### src/sv/wfd_pkg.sv
// Package for the windowed FIR decimator: constants, codes, state and command types.
// Used by the interfaces wfd_out_if and wfd_cfg_if and by every module of the block; depends on nothing.
package wfd_pkg;

	localparam int MAX_TAPS_DEF    = 256;
	localparam int SAMPLE_BITS_DEF = 8;

	localparam int SHAPE_W   = 2;
	localparam int TAPS_W    = 9;
	localparam int DECIM_W   = 11;
	localparam int PHASE_W   = 10;
	localparam int DECIM_MAX = 1024;

	localparam int CFG_IDX_W  = 8;
	localparam int CFG_DATA_W = 16;

	localparam int WT_W      = 16;
	localparam int ACC_W     = 40;
	localparam int TOT_W     = 32;
	localparam int FRAC_BITS = 17;
	localparam int NUM_W     = ACC_W + FRAC_BITS;
	localparam int WS_W      = 29;
	localparam int FV_W      = 24;

	localparam int N3_MUL   = 683;
	localparam int N3_SHIFT = 11;

	localparam int DRAIN_CYC = 2;
	localparam int CNT_W     = 6;

	localparam logic [SHAPE_W-1:0] SHAPE_RST = 2'd2;
	localparam logic [TAPS_W-1:0]  TAPS_RST  = 9'd128;
	localparam logic [DECIM_W-1:0] DECIM_RST = 11'd32;

	typedef enum logic [CFG_IDX_W-1:0] {
		CFG_SHAPE = 8'd0,
		CFG_TAPS  = 8'd1,
		CFG_DECIM = 8'd2
	} cfg_idx_t;

	typedef enum logic [SHAPE_W-1:0] {
		SHAPE_UNIFORM = 2'd0,
		SHAPE_TRI     = 2'd1,
		SHAPE_PARAB   = 2'd2
	} shape_t;

	typedef enum logic [3:0] {
		S_IDLE,
		S_PREP1,
		S_PREP2,
		S_SCAN,
		S_DRAIN,
		S_DLOAD,
		S_DIV,
		S_FIN
	} state_t;

	typedef struct packed {
		logic push;
		logic prep_n3;
		logic prep_base;
		logic acc_clr;
		logic tap_en;
		logic div_load;
		logic div_step;
		logic finish;
	} cmd_t;

endpackage

### src/sv/wfd_in_if.sv
// Sample input channel: valid/ready handshake carrying one signed sample.
// Depends on nothing.
interface wfd_in_if #(
	parameter int SAMPLE_BITS = 8
);
	logic                          valid;
	logic                          ready;
	logic signed [SAMPLE_BITS-1:0] sample;

	modport source (output valid, output sample, input ready);
	modport sink (input valid, input sample, output ready);
endinterface

### src/sv/wfd_out_if.sv
// Result output channel: valid/ready handshake carrying raw sum and normalized value.
// Depends on wfd_pkg for the field widths.
interface wfd_out_if;
	import wfd_pkg::*;

	logic                   valid;
	logic                   ready;
	logic signed [WS_W-1:0] weighted_sum;
	logic signed [FV_W-1:0] filtered_value;

	modport source (output valid, output weighted_sum, output filtered_value, input ready);
	modport sink (input valid, input weighted_sum, input filtered_value, output ready);
endinterface

### src/sv/wfd_cfg_if.sv
// Configuration write channel: valid/ready handshake carrying register index and data.
// Depends on wfd_pkg for the field widths.
interface wfd_cfg_if;
	import wfd_pkg::*;

	logic                  valid;
	logic                  ready;
	logic [CFG_IDX_W-1:0]  index;
	logic [CFG_DATA_W-1:0] data;

	modport source (output valid, output index, output data, input ready);
	modport sink (input valid, input index, input data, output ready);
endinterface

### src/sv/wfd_ctrl.sv
// Controller: phase counter, tap sequencer and divider step count for the decimator.
// Depends on wfd_pkg; drives the datapath wfd_dp through cmd_t.
module wfd_ctrl #(
	parameter int MAX_TAPS = wfd_pkg::MAX_TAPS_DEF
) (
	input  logic                                    clk,
	input  logic                                    arst_n,
	input  logic                                    in_valid,
	output logic                                    in_ready,
	output logic                                    out_valid,
	input  logic                                    out_ready,
	input  logic [$clog2(MAX_TAPS+1)-1:0]           n,
	input  logic [wfd_pkg::DECIM_W-1:0]             d,
	output wfd_pkg::cmd_t                           cmd,
	output logic [$clog2(MAX_TAPS)-1:0]             tap
);
	import wfd_pkg::*;

	localparam int TW = $clog2(MAX_TAPS);
	localparam int NW = $clog2(MAX_TAPS + 1);

	state_t              state_q, state_d;
	logic [PHASE_W-1:0]  phase_q;
	logic [TW-1:0]       tap_q;
	logic [CNT_W-1:0]    cnt_q;
	logic                out_valid_q;
	logic                accept;
	logic                wrap;

	assign accept    = in_valid && in_ready;
	assign wrap      = !(DECIM_W'(phase_q) + 1'b1 < d);
	assign tap       = tap_q;
	assign out_valid = out_valid_q;

	always_ff @(posedge clk or negedge arst_n) begin
		if (!arst_n) begin
			state_q     <= S_IDLE;
			phase_q     <= '0;
			tap_q       <= '0;
			cnt_q       <= '0;
			out_valid_q <= 1'b0;
		end else begin
			state_q <= state_d;
			if (accept) begin
				phase_q <= wrap ? '0 : phase_q + 1'b1;
			end
			tap_q <= (state_q == S_SCAN) ? tap_q + 1'b1 : '0;
			cnt_q <= (state_d != state_q) ? '0 : cnt_q + 1'b1;
			if (cmd.finish) out_valid_q <= 1'b1;
			else if (out_ready) out_valid_q <= 1'b0;
		end
	end

	always_comb begin
		state_d   = state_q;
		cmd       = '0;
		in_ready  = 1'b0;
		case (state_q)
			S_IDLE: begin
				in_ready = 1'b1;
				cmd.push = accept;
				if (accept && wrap) state_d = S_PREP1;
			end
			S_PREP1: begin
				cmd.prep_n3 = 1'b1;
				state_d     = S_PREP2;
			end
			S_PREP2: begin
				cmd.prep_base = 1'b1;
				cmd.acc_clr   = 1'b1;
				state_d       = S_SCAN;
			end
			S_SCAN: begin
				cmd.tap_en = 1'b1;
				if (NW'(tap_q) == n - 1'b1) state_d = S_DRAIN;
			end
			S_DRAIN: begin
				if (cnt_q == CNT_W'(DRAIN_CYC - 1)) state_d = S_DLOAD;
			end
			S_DLOAD: begin
				cmd.div_load = 1'b1;
				state_d      = S_DIV;
			end
			S_DIV: begin
				cmd.div_step = 1'b1;
				if (cnt_q == CNT_W'(NUM_W - 1)) state_d = S_FIN;
			end
			S_FIN: begin
				if (!out_valid_q || out_ready) begin
					cmd.finish = 1'b1;
					state_d    = S_IDLE;
				end
			end
			default: state_d = S_IDLE;
		endcase
	end

	a_finish_free: assert property (@(posedge clk) disable iff (!arst_n)
		cmd.finish |-> !out_valid_q || out_ready)
		else $error("result register overwritten while an item is pending");

	a_out_hold: assert property (@(posedge clk) disable iff (!arst_n)
		out_valid && !out_ready |=> out_valid)
		else $error("pending result dropped");

	a_wrap_starts: assert property (@(posedge clk) disable iff (!arst_n)
		accept && wrap |=> state_q == S_PREP1 && phase_q == '0)
		else $error("decimation period end did not start a pass");

	a_div_len: assert property (@(posedge clk) disable iff (!arst_n)
		state_q == S_DIV && cnt_q == CNT_W'(NUM_W - 1) |=> state_q == S_FIN)
		else $error("divider ran the wrong number of steps");

	a_scan_bound: assert property (@(posedge clk) disable iff (!arst_n)
		state_q == S_SCAN |-> NW'(tap_q) < n)
		else $error("tap index beyond tap count");

endmodule

### src/sv/wfd_dp.sv
// Datapath: delay-line memory, window weight generator, MAC pipeline, restoring divider.
// Depends on wfd_pkg; sequenced by wfd_ctrl through cmd_t.
module wfd_dp #(
	parameter int MAX_TAPS    = wfd_pkg::MAX_TAPS_DEF,
	parameter int SAMPLE_BITS = wfd_pkg::SAMPLE_BITS_DEF
) (
	input  logic                                  clk,
	input  logic                                  arst_n,
	input  wfd_pkg::cmd_t                         cmd,
	input  logic [$clog2(MAX_TAPS)-1:0]           tap,
	input  logic [wfd_pkg::SHAPE_W-1:0]           shape,
	input  logic [$clog2(MAX_TAPS+1)-1:0]         n,
	input  logic signed [SAMPLE_BITS-1:0]         sample,
	output logic signed [wfd_pkg::WS_W-1:0]       weighted_sum,
	output logic signed [wfd_pkg::FV_W-1:0]       filtered_value
);
	import wfd_pkg::*;

	localparam int TW = $clog2(MAX_TAPS);
	localparam int NW = $clog2(MAX_TAPS + 1);
	localparam int PW = SAMPLE_BITS + WT_W + 1;
	localparam logic signed [ACC_W-1:0] WS_HI = ACC_W'((64'sd1 <<< (WS_W - 1)) - 1);
	localparam logic signed [ACC_W-1:0] WS_LO = -ACC_W'(64'sd1 <<< (WS_W - 1));
	localparam logic [NUM_W-1:0]        Q_LIM = NUM_W'(64'd1 << (FV_W - 1));

	logic signed [SAMPLE_BITS-1:0] mem [MAX_TAPS];
	logic [TW-1:0]                 ptr_q, ptr_nx, rd_addr;
	logic [TW:0]                   rd_wide;
	logic [NW-1:0]                 fill_q;

	logic [NW-1:0]                 n3_q;
	logic [WT_W-1:0]               base_q;
	logic [NW+10:0]                n3_prod;
	logic [2*NW+1:0]               base_prod;

	logic [NW-1:0]                 tap_x, mirror, m;
	logic [2*NW+1:0]               sq;
	logic signed [NW+2:0]          dm, dn;
	logic signed [2*NW+5:0]        tail;
	logic [WT_W-1:0]               w;

	logic signed [SAMPLE_BITS-1:0] rd_s1;
	logic [WT_W-1:0]               w_s1, w_s2;
	logic                          en_s1, en_s2, live_s1;
	logic signed [PW-1:0]          prod_s2;
	logic signed [ACC_W-1:0]       acc_q;
	logic [TOT_W-1:0]              tot_q;

	logic [ACC_W-1:0]              mag;
	logic [NUM_W-1:0]              num_q, quo_q, qsat;
	logic [TOT_W:0]                den_q, rem_q;
	logic [TOT_W+1:0]              rem_sh;
	logic                          ge, neg_q, zero_q;

	assign ptr_nx  = (ptr_q == TW'(MAX_TAPS - 1)) ? '0 : ptr_q + 1'b1;
	assign rd_wide = (ptr_q >= tap) ? ({1'b0, ptr_q} - {1'b0, tap})
		: ({1'b0, ptr_q} + (TW+1)'(MAX_TAPS) - {1'b0, tap});
	assign rd_addr = rd_wide[TW-1:0];

	always_ff @(posedge clk) begin
		if (cmd.push) mem[ptr_nx] <= sample;
		if (cmd.tap_en) rd_s1 <= mem[rd_addr];
	end

	always_ff @(posedge clk or negedge arst_n) begin
		if (!arst_n) begin
			ptr_q  <= '0;
			fill_q <= '0;
		end else if (cmd.push) begin
			ptr_q <= ptr_nx;
			if (fill_q != NW'(MAX_TAPS)) fill_q <= fill_q + 1'b1;
		end
	end

	assign n3_prod   = (NW+11)'(n) * (NW+11)'(N3_MUL);
	assign base_prod = (2*NW+2)'(n3_q) * (2*NW+2)'(n3_q + 1'b1);

	always_ff @(posedge clk) begin
		if (cmd.prep_n3) n3_q <= NW'(n3_prod >> N3_SHIFT) + 1'b1;
		if (cmd.prep_base) base_q <= WT_W'(base_prod >> 1);
	end

	always_comb begin
		tap_x  = NW'(tap);
		mirror = n - 1'b1 - tap_x;
		m      = (tap_x < mirror) ? tap_x : mirror;
		sq     = (2*NW+2)'(m) * (2*NW+2)'(m + 1'b1);
		dm     = signed'((NW+3)'(m)) - signed'((NW+3)'(n3_q));
		dn     = signed'((NW+3)'(n3_q) << 1) - (NW+3)'(1) - signed'((NW+3)'(m));
		tail   = (2*NW+6)'(dm) * (2*NW+6)'(dn);
		case (shape)
			SHAPE_TRI: w = (tap_x + 1'b1 <= (n >> 1)) ? WT_W'(tap_x) : WT_W'(n - tap_x);
			SHAPE_PARAB: begin
				if (m <= n3_q) w = WT_W'(sq >> 1);
				else w = base_q + WT_W'(tail);
			end
			default: w = WT_W'(1);
		endcase
	end

	always_ff @(posedge clk or negedge arst_n) begin
		if (!arst_n) begin
			en_s1 <= 1'b0;
			en_s2 <= 1'b0;
		end else begin
			en_s1 <= cmd.tap_en;
			en_s2 <= en_s1;
		end
	end

	always_ff @(posedge clk) begin
		live_s1 <= tap_x < fill_q;
		w_s1    <= w;
		prod_s2 <= live_s1 ? PW'(rd_s1) * signed'({1'b0, w_s1}) : '0;
		w_s2    <= w_s1;
		if (cmd.acc_clr) begin
			acc_q <= '0;
			tot_q <= '0;
		end else if (en_s2) begin
			acc_q <= acc_q + ACC_W'(prod_s2);
			tot_q <= tot_q + TOT_W'(w_s2);
		end
	end

	assign mag    = acc_q[ACC_W-1] ? ACC_W'(-acc_q) : ACC_W'(acc_q);
	assign rem_sh = {rem_q, num_q[NUM_W-1]};
	assign ge     = rem_sh >= {1'b0, den_q};
	assign qsat   = (quo_q > Q_LIM) ? Q_LIM : quo_q;

	always_ff @(posedge clk) begin
		if (cmd.div_load) begin
			num_q  <= (NUM_W'(mag) << FRAC_BITS) + NUM_W'(tot_q);
			den_q  <= {tot_q, 1'b0};
			rem_q  <= '0;
			quo_q  <= '0;
			neg_q  <= acc_q[ACC_W-1];
			zero_q <= tot_q == '0;
		end else if (cmd.div_step) begin
			num_q <= num_q << 1;
			rem_q <= ge ? (TOT_W+1)'(rem_sh - {1'b0, den_q}) : rem_sh[TOT_W:0];
			quo_q <= {quo_q[NUM_W-2:0], ge};
		end
		if (cmd.finish) begin
			if (acc_q > WS_HI) weighted_sum <= WS_HI[WS_W-1:0];
			else if (acc_q < WS_LO) weighted_sum <= WS_LO[WS_W-1:0];
			else weighted_sum <= acc_q[WS_W-1:0];
			if (zero_q) filtered_value <= '0;
			else if (neg_q) filtered_value <= FV_W'(-qsat);
			else if (qsat == Q_LIM) filtered_value <= FV_W'(Q_LIM - 1'b1);
			else filtered_value <= FV_W'(qsat);
		end
	end

endmodule

### src/sv/windowed_fir_decimator.sv
// Top level of the windowed FIR decimator: configuration registers, controller, datapath.
// Depends on wfd_pkg, wfd_in_if, wfd_out_if, wfd_cfg_if, wfd_ctrl and wfd_dp.
//
//   channel   dir  payload                          accepted when
//   samples   in   sample                           valid && ready
//   results   out  weighted_sum, filtered_value     valid && ready
//   cfg       in   index, data                      valid && ready (ready always high)
//
// A sample that does not close a decimation period is accepted in the idle state; the next is taken at once.
// A closing sample holds off the next until its pass ends: the tap scan through the single delay-line
// read port, 57 steps of the bit-serial divider, and the PREP1, PREP2, DRAIN, DLOAD and FIN states.
// Reset clears the delay line through a fill count, so no clearing pass is needed.
// A result waits in the output register without blocking samples; the next pass holds before
// its final cycle until results.ready drains the waiting item.
module windowed_fir_decimator #(
	parameter int MAX_TAPS    = wfd_pkg::MAX_TAPS_DEF,
	parameter int SAMPLE_BITS = wfd_pkg::SAMPLE_BITS_DEF
) (
	input  logic       clk,
	input  logic       arst_n,
	wfd_in_if.sink     samples,
	wfd_out_if.source  results,
	wfd_cfg_if.sink    cfg
);
	import wfd_pkg::*;

	localparam int TW = $clog2(MAX_TAPS);
	localparam int NW = $clog2(MAX_TAPS + 1);

	logic [SHAPE_W-1:0] shape_q;
	logic [TAPS_W-1:0]  taps_q;
	logic [DECIM_W-1:0] decim_q;
	logic [NW-1:0]      n;
	logic [DECIM_W-1:0] d;
	cmd_t               cmd;
	logic [TW-1:0]      tap;

	assign cfg.ready = 1'b1;

	always_ff @(posedge clk or negedge arst_n) begin
		if (!arst_n) begin
			shape_q <= SHAPE_RST;
			taps_q  <= TAPS_RST;
			decim_q <= DECIM_RST;
		end else if (cfg.valid) begin
			case (cfg.index)
				CFG_SHAPE: shape_q <= cfg.data[SHAPE_W-1:0];
				CFG_TAPS:  taps_q  <= cfg.data[TAPS_W-1:0];
				CFG_DECIM: decim_q <= cfg.data[DECIM_W-1:0];
				default: ;
			endcase
		end
	end

	always_comb begin
		if (32'(taps_q) > MAX_TAPS) n = NW'(MAX_TAPS);
		else if (taps_q < TAPS_W'(2)) n = NW'(2);
		else n = NW'(taps_q);
		if (decim_q == '0) d = DECIM_W'(1);
		else if (decim_q > DECIM_W'(DECIM_MAX)) d = DECIM_W'(DECIM_MAX);
		else d = decim_q;
	end

	wfd_ctrl #(
		.MAX_TAPS(MAX_TAPS)
	) u_ctrl (
		.clk      (clk),
		.arst_n   (arst_n),
		.in_valid (samples.valid),
		.in_ready (samples.ready),
		.out_valid(results.valid),
		.out_ready(results.ready),
		.n        (n),
		.d        (d),
		.cmd      (cmd),
		.tap      (tap)
	);

	wfd_dp #(
		.MAX_TAPS   (MAX_TAPS),
		.SAMPLE_BITS(SAMPLE_BITS)
	) u_dp (
		.clk           (clk),
		.arst_n        (arst_n),
		.cmd           (cmd),
		.tap           (tap),
		.shape         (shape_q),
		.n             (n),
		.sample        (samples.sample),
		.weighted_sum  (results.weighted_sum),
		.filtered_value(results.filtered_value)
	);

endmodule
### src/flat_wrapper.sv
// flat-port wrapper written by rule: the top's interface ports become plain ports
module windowed_fir_decimator_flat import wfd_pkg::*;
#(
	parameter int MAX_TAPS    = wfd_pkg::MAX_TAPS_DEF,
	parameter int SAMPLE_BITS = wfd_pkg::SAMPLE_BITS_DEF
)
  (clk, arst_n, samples_valid, samples_sample, samples_ready, results_valid, results_weighted_sum, results_filtered_value, results_ready, cfg_valid, cfg_index, cfg_data, cfg_ready);
  wfd_in_if #(.SAMPLE_BITS(SAMPLE_BITS)) samples_i ();
  wfd_out_if results_i ();
  wfd_cfg_if cfg_i ();
  input  logic clk;
  input  logic arst_n;
  input wire logic [$bits(samples_i.valid)-1:0] samples_valid;
  input wire logic [$bits(samples_i.sample)-1:0] samples_sample;
  output wire logic [$bits(samples_i.ready)-1:0] samples_ready;
  output wire logic [$bits(results_i.valid)-1:0] results_valid;
  output wire logic [$bits(results_i.weighted_sum)-1:0] results_weighted_sum;
  output wire logic [$bits(results_i.filtered_value)-1:0] results_filtered_value;
  input wire logic [$bits(results_i.ready)-1:0] results_ready;
  input wire logic [$bits(cfg_i.valid)-1:0] cfg_valid;
  input wire logic [$bits(cfg_i.index)-1:0] cfg_index;
  input wire logic [$bits(cfg_i.data)-1:0] cfg_data;
  output wire logic [$bits(cfg_i.ready)-1:0] cfg_ready;
  assign samples_i.valid = samples_valid;
  assign samples_i.sample = samples_sample;
  assign samples_ready = samples_i.ready;
  assign results_valid = results_i.valid;
  assign results_weighted_sum = results_i.weighted_sum;
  assign results_filtered_value = results_i.filtered_value;
  assign results_i.ready = results_ready;
  assign cfg_i.valid = cfg_valid;
  assign cfg_i.index = cfg_index;
  assign cfg_i.data = cfg_data;
  assign cfg_ready = cfg_i.ready;
  windowed_fir_decimator #(.MAX_TAPS(MAX_TAPS), .SAMPLE_BITS(SAMPLE_BITS)) u_core (.clk(clk), .arst_n(arst_n), .samples(samples_i), .results(results_i), .cfg(cfg_i));
endmodule
### config.mk
export PLATFORM = sky130hd
export DESIGN_NAME = windowed_fir_decimator_flat
export DESIGN_NICKNAME = d
export VERILOG_FILES = /design/src/sv/wfd_pkg.sv /design/src/sv/wfd_in_if.sv /design/src/sv/wfd_out_if.sv /design/src/sv/wfd_cfg_if.sv /design/src/sv/wfd_ctrl.sv /design/src/sv/wfd_dp.sv /design/src/sv/windowed_fir_decimator.sv /design/src/flat_wrapper.sv
export SDC_FILE = /design/constraint.sdc
export NUM_CORES = 2
export LEC_CHECK = 0
export ABC_AREA = 1
export BUFFER_PORTS_ARGS = -buffer_cell sky130_fd_sc_hd__buf_2
export CORE_MARGIN = 10
export CORE_UTILIZATION = 44
export DETAILED_ROUTE_END_ITERATION = 6
export GPL_TIMING_DRIVEN = 1
export PLACE_DENSITY = 0.59
export SLEW_MARGIN = 25
export SYNTH_ARGS = -nofsm -noshare
export SYNTH_HDL_FRONTEND = slang
export SYNTH_SLANG_ARGS = --single-unit
### constraint.sdc
create_clock -name clk -period 18.2 [get_ports clk]
set_clock_uncertainty 0.15 [all_clocks]
set_input_delay 2.73 -clock clk [delete_from_list [all_inputs] [get_ports clk]]
set_output_delay 2.73 -clock clk [all_outputs]
set_load 0.02 [all_outputs]
== Word-level counts from Yosys, hierarchy flattened ==
Memory sizes are Yosys's and may differ from the RTL's. A register that Yosys moved wholly into a read port is not among the register bits.
Index checks and enable logic that the tools add are counted.
W data, S select, Z words.

* $add $sub $neg: 26
* Multipliers: 5
* $lt $le $gt $ge: 13
* Equal/unequal tests: 18
* Multiplexer cells: 40
* Reduce and logical (&&, ||, !) cells: 15

{| class="wikitable"
|+ Operators by type and width
! cell !! count
|-
| $mux W57 || 3
|-
| $add A57 B32 Y57 || 1
|-
| $eq A57 B24 Y1 const B || 1
|-
| $gt A57 B24 Y1 const B || 1
|-
| $mux W24 || 2
|-
| $add A40 B25 Y40 || 1
|-
| $gt A40 B29 Y1 const B || 1
|-
| $lt A40 B29 Y1 const B || 1
|-
| $mux W40 || 1
|-
| $neg A40 Y40 || 1
|-
| $ge A34 B33 Y1 || 1
|-
| $mul A9 B10 Y17 || 2
|-
| $mux W33 || 1
|-
| $sub A33 B33 Y33 || 1
|-
| $add A32 B16 Y32 || 1
|-
| $logic_not A32 Y1 || 1
|-
| $mux W16 || 2
|-
| $pmux W16 S2 || 1
|-
| $pmux W4 S8 || 1
|-
| $mux W29 || 1
|-
| $mux W9 || 3
|-
| $mul A8 B17 Y25 || 1
|-
| $add A8 B1 Y8 const B || 3
|-
| $mux W8 || 3
|-
| other kinds (52) || 82
|}

* Flip-flop bits (word level): 459
* RAM bits: 2048
* Input port bits: 37
* Output and inout port bits: 56
* Memories: 1

{| class="wikitable"
|+ Memories
! memory !! depth !! width !! read ports !! clocked after Yosys merged registers in !! write ports !! RTL line !! text
|-
| u_core.u_dp.mem || 256 || 8 || 1 || 1 || 1 || wfd_dp.sv:26 || <nowiki>logic signed [SAMPLE_BITS-1:0] mem [MAX_TAPS];</nowiki>
|}

== Logic depth before layout (Yosys ltp) ==
* Depth in word-level cells: 12
* Depth in mapped cells: 65
* Depth with buffers taken out: 65

== Cells and area by module ==
Synthesis repeated with hierarchy kept, for this count alone.

* Cell total of the unflattened synthesis: 12270
* Area total of the unflattened synthesis: 126627.7 um^2

{| class="wikitable"
|+ By module, submodules not included
! module !! instances !! cells an instance !! area an instance (um^2) !! sequential area each (um^2)
|-
| wfd_dp || 1 || 11788 || 123236.9 || 71693.8
|-
| wfd_ctrl || 1 || 306 || 2188.3 || 725.7
|-
| windowed_fir_decimator || 1 || 176 || 1202.4 || 554.3
|}

== Worst setup path before layout ==
Ideal clock, no wire load.

* Path kind: register -> register
* Start point: register u_core.taps_q[7]
* End point: register u_core.u_dp.w_s1[14]
* Library setup time: 0.132 ns
* Data arrival time: 9.654 ns
* Setup slack: 8.264 ns
* Cell stages (with the launch flop): 66
* Path buffers: 1
* Path through: dfstp_2 -> inv_1 -> nand4_1 -> inv_1 -> a21oi_1 -> inv_1 -> a21oi_1 -> ha_1 -> inv_1 -> nor2_1 -> xnor2_1 -> ha_1 -> nand2_1 -> nand2_1 -> nor2_2 -> xor2_1 -> ha_1 -> a21oi_1 -> (+30 left out) -> inv_1 -> ha_1 -> nand2_1 -> nor3_1 -> nand2_1 -> o211ai_1 -> nand2_1 -> nand2_1 -> nand2_1 -> nand2_1 -> nand2_1 -> inv_1 -> o21ai_0 -> nand2_1 -> xnor2_1 -> nand2_1 -> nand3_1 -> a21oi_1

* Longest elaborated chain between the ends: 12
* Elaborated cells on any way between the ends: 20
* Classes of those cells: add/sub: 7; mul: 2; order compare: 5; mux: 6

{| class="wikitable"
|+ Ends and longest elaborated chain
! element !! RTL line !! text
|-
| start, declared || windowed_fir_decimator.sv:31 || <nowiki>logic [TAPS_W-1:0] taps_q;</nowiki>
|-
| start signal, assigned || windowed_fir_decimator.sv:48 || <nowiki>CFG_TAPS: taps_q <= cfg.data[TAPS_W-1:0];</nowiki>
|-
| $lt A9 B2 Y1 || windowed_fir_decimator.sv:57 || <nowiki>else if (taps_q < TAPS_W'(2)) n = NW'(2);</nowiki>
|-
| $mux W9 || windowed_fir_decimator.sv:57 ||
|-
| $mux W9 (*) || windowed_fir_decimator.sv:56 || <nowiki>if (32'(taps_q) > MAX_TAPS) n = NW'(MAX_TAPS);</nowiki>
|-
| $sub A9 B1 Y9 || wfd_dp.sv:85 || <nowiki>mirror = n - 1'b1 - tap_x;</nowiki>
|-
| $sub A9 B8 Y9 || wfd_dp.sv:85 ||
|-
| $lt A8 B9 Y1 || wfd_dp.sv:86 || <nowiki>m = (tap_x < mirror) ? tap_x : mirror;</nowiki>
|-
| $mux W9 || wfd_dp.sv:86 ||
|-
| $sub A11 B10 Y12 or $sub A9 B9 Y10 (tied branches) || wfd_dp.sv:89, wfd_dp.sv:88 ||
|-
| $mul A10 B12 Y16 || wfd_dp.sv:90 || <nowiki>tail = (2*NW+6)'(dm) * (2*NW+6)'(dn);</nowiki>
|-
| $add A16 B16 Y16 || wfd_dp.sv:95 || <nowiki>else w = base_q + WT_W'(tail);</nowiki>
|-
| $mux W16 || wfd_dp.sv:94 || <nowiki>if (m <= n3_q) w = WT_W'(sq >> 1);</nowiki>
|-
| $pmux W16 S2 (*) || wfd_dp.sv:91 || <nowiki>case (shape)</nowiki>
|-
| named net u_core.u_dp.w[14] || wfd_dp.sv:40 || <nowiki>logic [WT_W-1:0] w;</nowiki>
|-
| end signal, assigned || wfd_dp.sv:113 || <nowiki>w_s1 <= w;</nowiki>
|-
| end, declared || wfd_dp.sv:43 || <nowiki>logic [WT_W-1:0] w_s1, w_s2;</nowiki>
|}

The timed path passes the listed nets; every way through them passes the cells marked *.
A chain may end at the register's enable or synchronous reset.

== Worst setup path after layout ==
* Start point: register u_core.taps_q[8]
* End point: register u_core.u_dp.w_s1[15]

The elaborated chain is that of the path after synthesis.

==> metrics.cfg <==
[sta]
max-slew-margin-rel_pct=24.3
min_period_over_period_pct=66.9
drv_slew=0
min_hold_slack_ns=0.196
rsz_0062_raised_after_global_routing=no
hold_viol_final=0
setup_viol_count_final=0
fmax_mhz=82.2
layout_min_cycle_time_ns=12.17
fin_tns_setup_ns=0
tightest_slew_ns=1.13

[placed_design]
place_inst=15306
detailed_place_hpwl_microns=209000
place_congestion=0.897
placed_area_sq_um=129000
port-buffer-count=86

[synthesis]
yosys.cell_count.top_type=edfxtp_1
synthesis.area_sq_um=125000
synth.ff_latch_count=2515
async_flop_share_pct=2.78
post-synth-top-area-fraction_pct=53.3
synthCells=11971
dominant_synthesized_flop_cell=edfxtp_1
syn_area_per_cell_sq_um=10.5
yosysWarningCount=0
synth-seq-area-share_pct=58.2
synth-edff-count=2225
synth_cell_types=69
library_cell_with_the_largest_summed_area_after_synthesis=edfxtp_1
synth_top_cells_by_area=edfxtp_1 (53%), nor2_1 (6.4%), nand2_1 (5.2%)
synth_commonest_cells=edfxtp_1 (2,225), nor2_1 (2,136), nand2_1 (1,729)

[final_layout]
layoutNonFillerInstCount=15804
syn2layout_area_growth_pct=10.1
drive_above_1_share_pct=5.91
nNetsFinal=12620
final_cell_area_sq_um=138000

[clock_tree]
post_cts_gate_resize_count=0
root_buffer=clkbuf_16
cts_max_path_buffers=4
cts_num_sinks=2515
postCtsSetupBuffers=0
clk-insertion-delay-late_ns=0.91
post_cts_hold_buffer_count=0
cts-htree-levels=5
clkTransAtPathRegs_ns=0.06
cts_tree=done
cts_made_buffers=278

[die]
floorplan.rows=195
initial_utilization_pct=44.3
design.die.area_sq_um=307000
fp.dieW_microns=554
coreArea_sq_um=283000
boundaryPins=93
die_height_microns=554

[global_routing]
initial_antenna_violation_count=5
grt_max_degree=199
grt.total_usage_pct=21.0
grt_pass1_wl_microns=512000
first_global_vias=86528
globalRoute.totalOverflow=0

[pwr]
share_clk_of_total_power_pct=24.9
overall_power_after_layout_mw=22.0
intPower_mw=12.7
pwr_density_cell_nw_per_um2=159
sequential_share_of_power_pct=30.3
netSwitchingPower_mw=9.24
power.ir.vdd_worst_mv=0.405
power.combinational.fraction_pct=44.8
netSwitchingFraction_pct=42.1
leakagePower_nw=52.8

[worst_setup_path]
worst-path-max-fanout=14
worstPathRequired_ns=18.85
crit_path_frequent_cell=nand2_1
critical_path.startpoint_type=flop
critical-path-max-stage-delay_ns=0.65
critPathKind=flop to flop
crit_path_capture_type=flop
timing.critical_path.arrival_ns=12.81
worst_path_max_delay_cell=dfrtp_1

[routing]
antenna_violating_nets_post_route=0
detailed_router_s_first_iteration_violation_count=8440
drt-pass1-iter-count=6
routed_wire_length_per_instance_microns=21.2
drc=0
number_of_vias_in_the_routed_layout=88151
finalWirelength_microns=335000
drt-vias-per-instance=5.58

[hold_path]
hold_class=flop to flop

[outcome]
outcome=finished, final reports clean

[flow_run]
max_cap_viol_count=0

==> per-stage QoR <==
stage,setup WS [ns],util [%]
6_report,6.03,48.8
4_1_cts,6.01,48.8
3_3_place_gp,6.02,45.7
2_1_floorplan,8.26,-
3_5_place_dp,6.03,45.7
5_1_grt,5.07,48.8
==> final timing paths <==
kind | from | endpoint | slack (ns) | cells after the start
setup / recovery | u_core.taps_q[8] | u_core.u_dp.w_s1[15] | 6.03 | 54
hold / removal | u_core.u_dp.en_s1 | u_core.u_dp.en_s2 | 0.20 | 0
setup reg to reg | u_core.taps_q[8] | u_core.u_dp.w_s1[15] | 6.03 | 54
hold reg to reg | u_core.u_dp.en_s1 | u_core.u_dp.en_s2 | 0.20 | 0
max in group asynchronous | arst_n | u_core.u_dp.en_s2 | 15.61 | 1
min in group asynchronous | arst_n | u_core.decim_q[9] | 1.72 | 1
==> power groups by stage <==
stage	Sequential, mW	Clock, mW	Combinational (mW)
final	6.66	5.47	9.84
after global routing	6.67	5.79	11.0
after CTS	6.65	5.57	9.82
after detailed placement	6.77	0	9.76
after global placement	6.77	0	9.69
after floorplan	6.68	0	6.76
==> worst max-delay path, delay by kind of cell, from the launching register on <==
family          cells  cell delay [ns]
xor+xnor            3             1.09
compound gates     12             2.12
buf+inv             9             1.30
flops               1             0.65
simple gates       20             2.50
fa+ha+maj          10             4.28
==> final cells by class <==
type                       count  area (sq um)
clock buffer                 343          7420
timing repair buffer         184          1360
clock inverter               153          1380
sequential                  2515         73000
tap                         3743          4680
inverter                    1177          4440
fill                       25593        145000
multi-input combinational   7687         45800
antenna                        2          5.00
==> registers in the layout, indices dropped and copies added (netlist names), 8 cells and up <==
name / count
u_core.decim_q: 11
u_core.u_dp.w_s2: 16
u_core.u_dp.tot_q: 32
u_core.u_dp.base_q: 16
u_core.taps_q: 9
u_core.u_dp.prod_s2: 25
u_core.u_dp.filtered_value: 24
u_core.u_dp.rem_q: 33
u_core.u_dp.num_q: 57
u_core.u_dp.weighted_sum: 29
u_core.u_ctrl.tap: 8
u_core.u_ctrl.phase_q: 10
u_core.u_dp.rd_s1: 8
u_core.u_dp.n3_q: 9
u_core.u_dp.acc_q: 40
u_core.u_dp.ptr_q: 8
u_core.u_dp.w_s1: 16
u_core.u_dp.fill_q: 9
u_core.u_dp.mem: 2048
u_core.u_dp.den_q: 32
u_core.u_dp.quo_q: 57
==> cell families after synthesis <==
logic type                 Yosys count  share of synthesized area [%]
xor gates and xnor gates           239                           1.70
buffers and inverters             1787                           5.49
muxes                               47                          0.377
AOI/OAI and AO/OA                 2089                           10.4
DFF                               2515                           58.2
other                                2                        0.00599
adders and majority gates          740                           9.23
and+or+nand+nor                   4552                           14.6
==> layout by cell type (no fill, tap or decap), drive strengths merged, types with 15 or more instances in the layout <==
master  count
a21o       23
a21oi     345
a31oi     118
a32oi      32
buf       184
bufinv     15
clkbuf    343
clkinv    123
conb       20
dfrtp      67
dfxtp     220
edfxtp   2225
fa        309
ha        431
inv      1183
mux2i      45
nand2    1739
nand3     426
nand3b     33
nand4      51
nor2     2150
nor3       63
nor4       40
o211ai     32
o21a       22
o21ai     881
o21bai     22
o22ai     103
o32ai     466
or2        29
xnor2      68
xor2      171
==> layer usage <==
metal  wire (microns)  global-route usage, %  vias to the layer above
li1                 -                      -                    41155
met1           143000                   28.5                    43297
met2           157000                   34.6                     3079
met3            22200                   2.91                      618
met4            12700                   7.34                        2
met5               13                      0                        -
(Power assumes the default switching activity.)
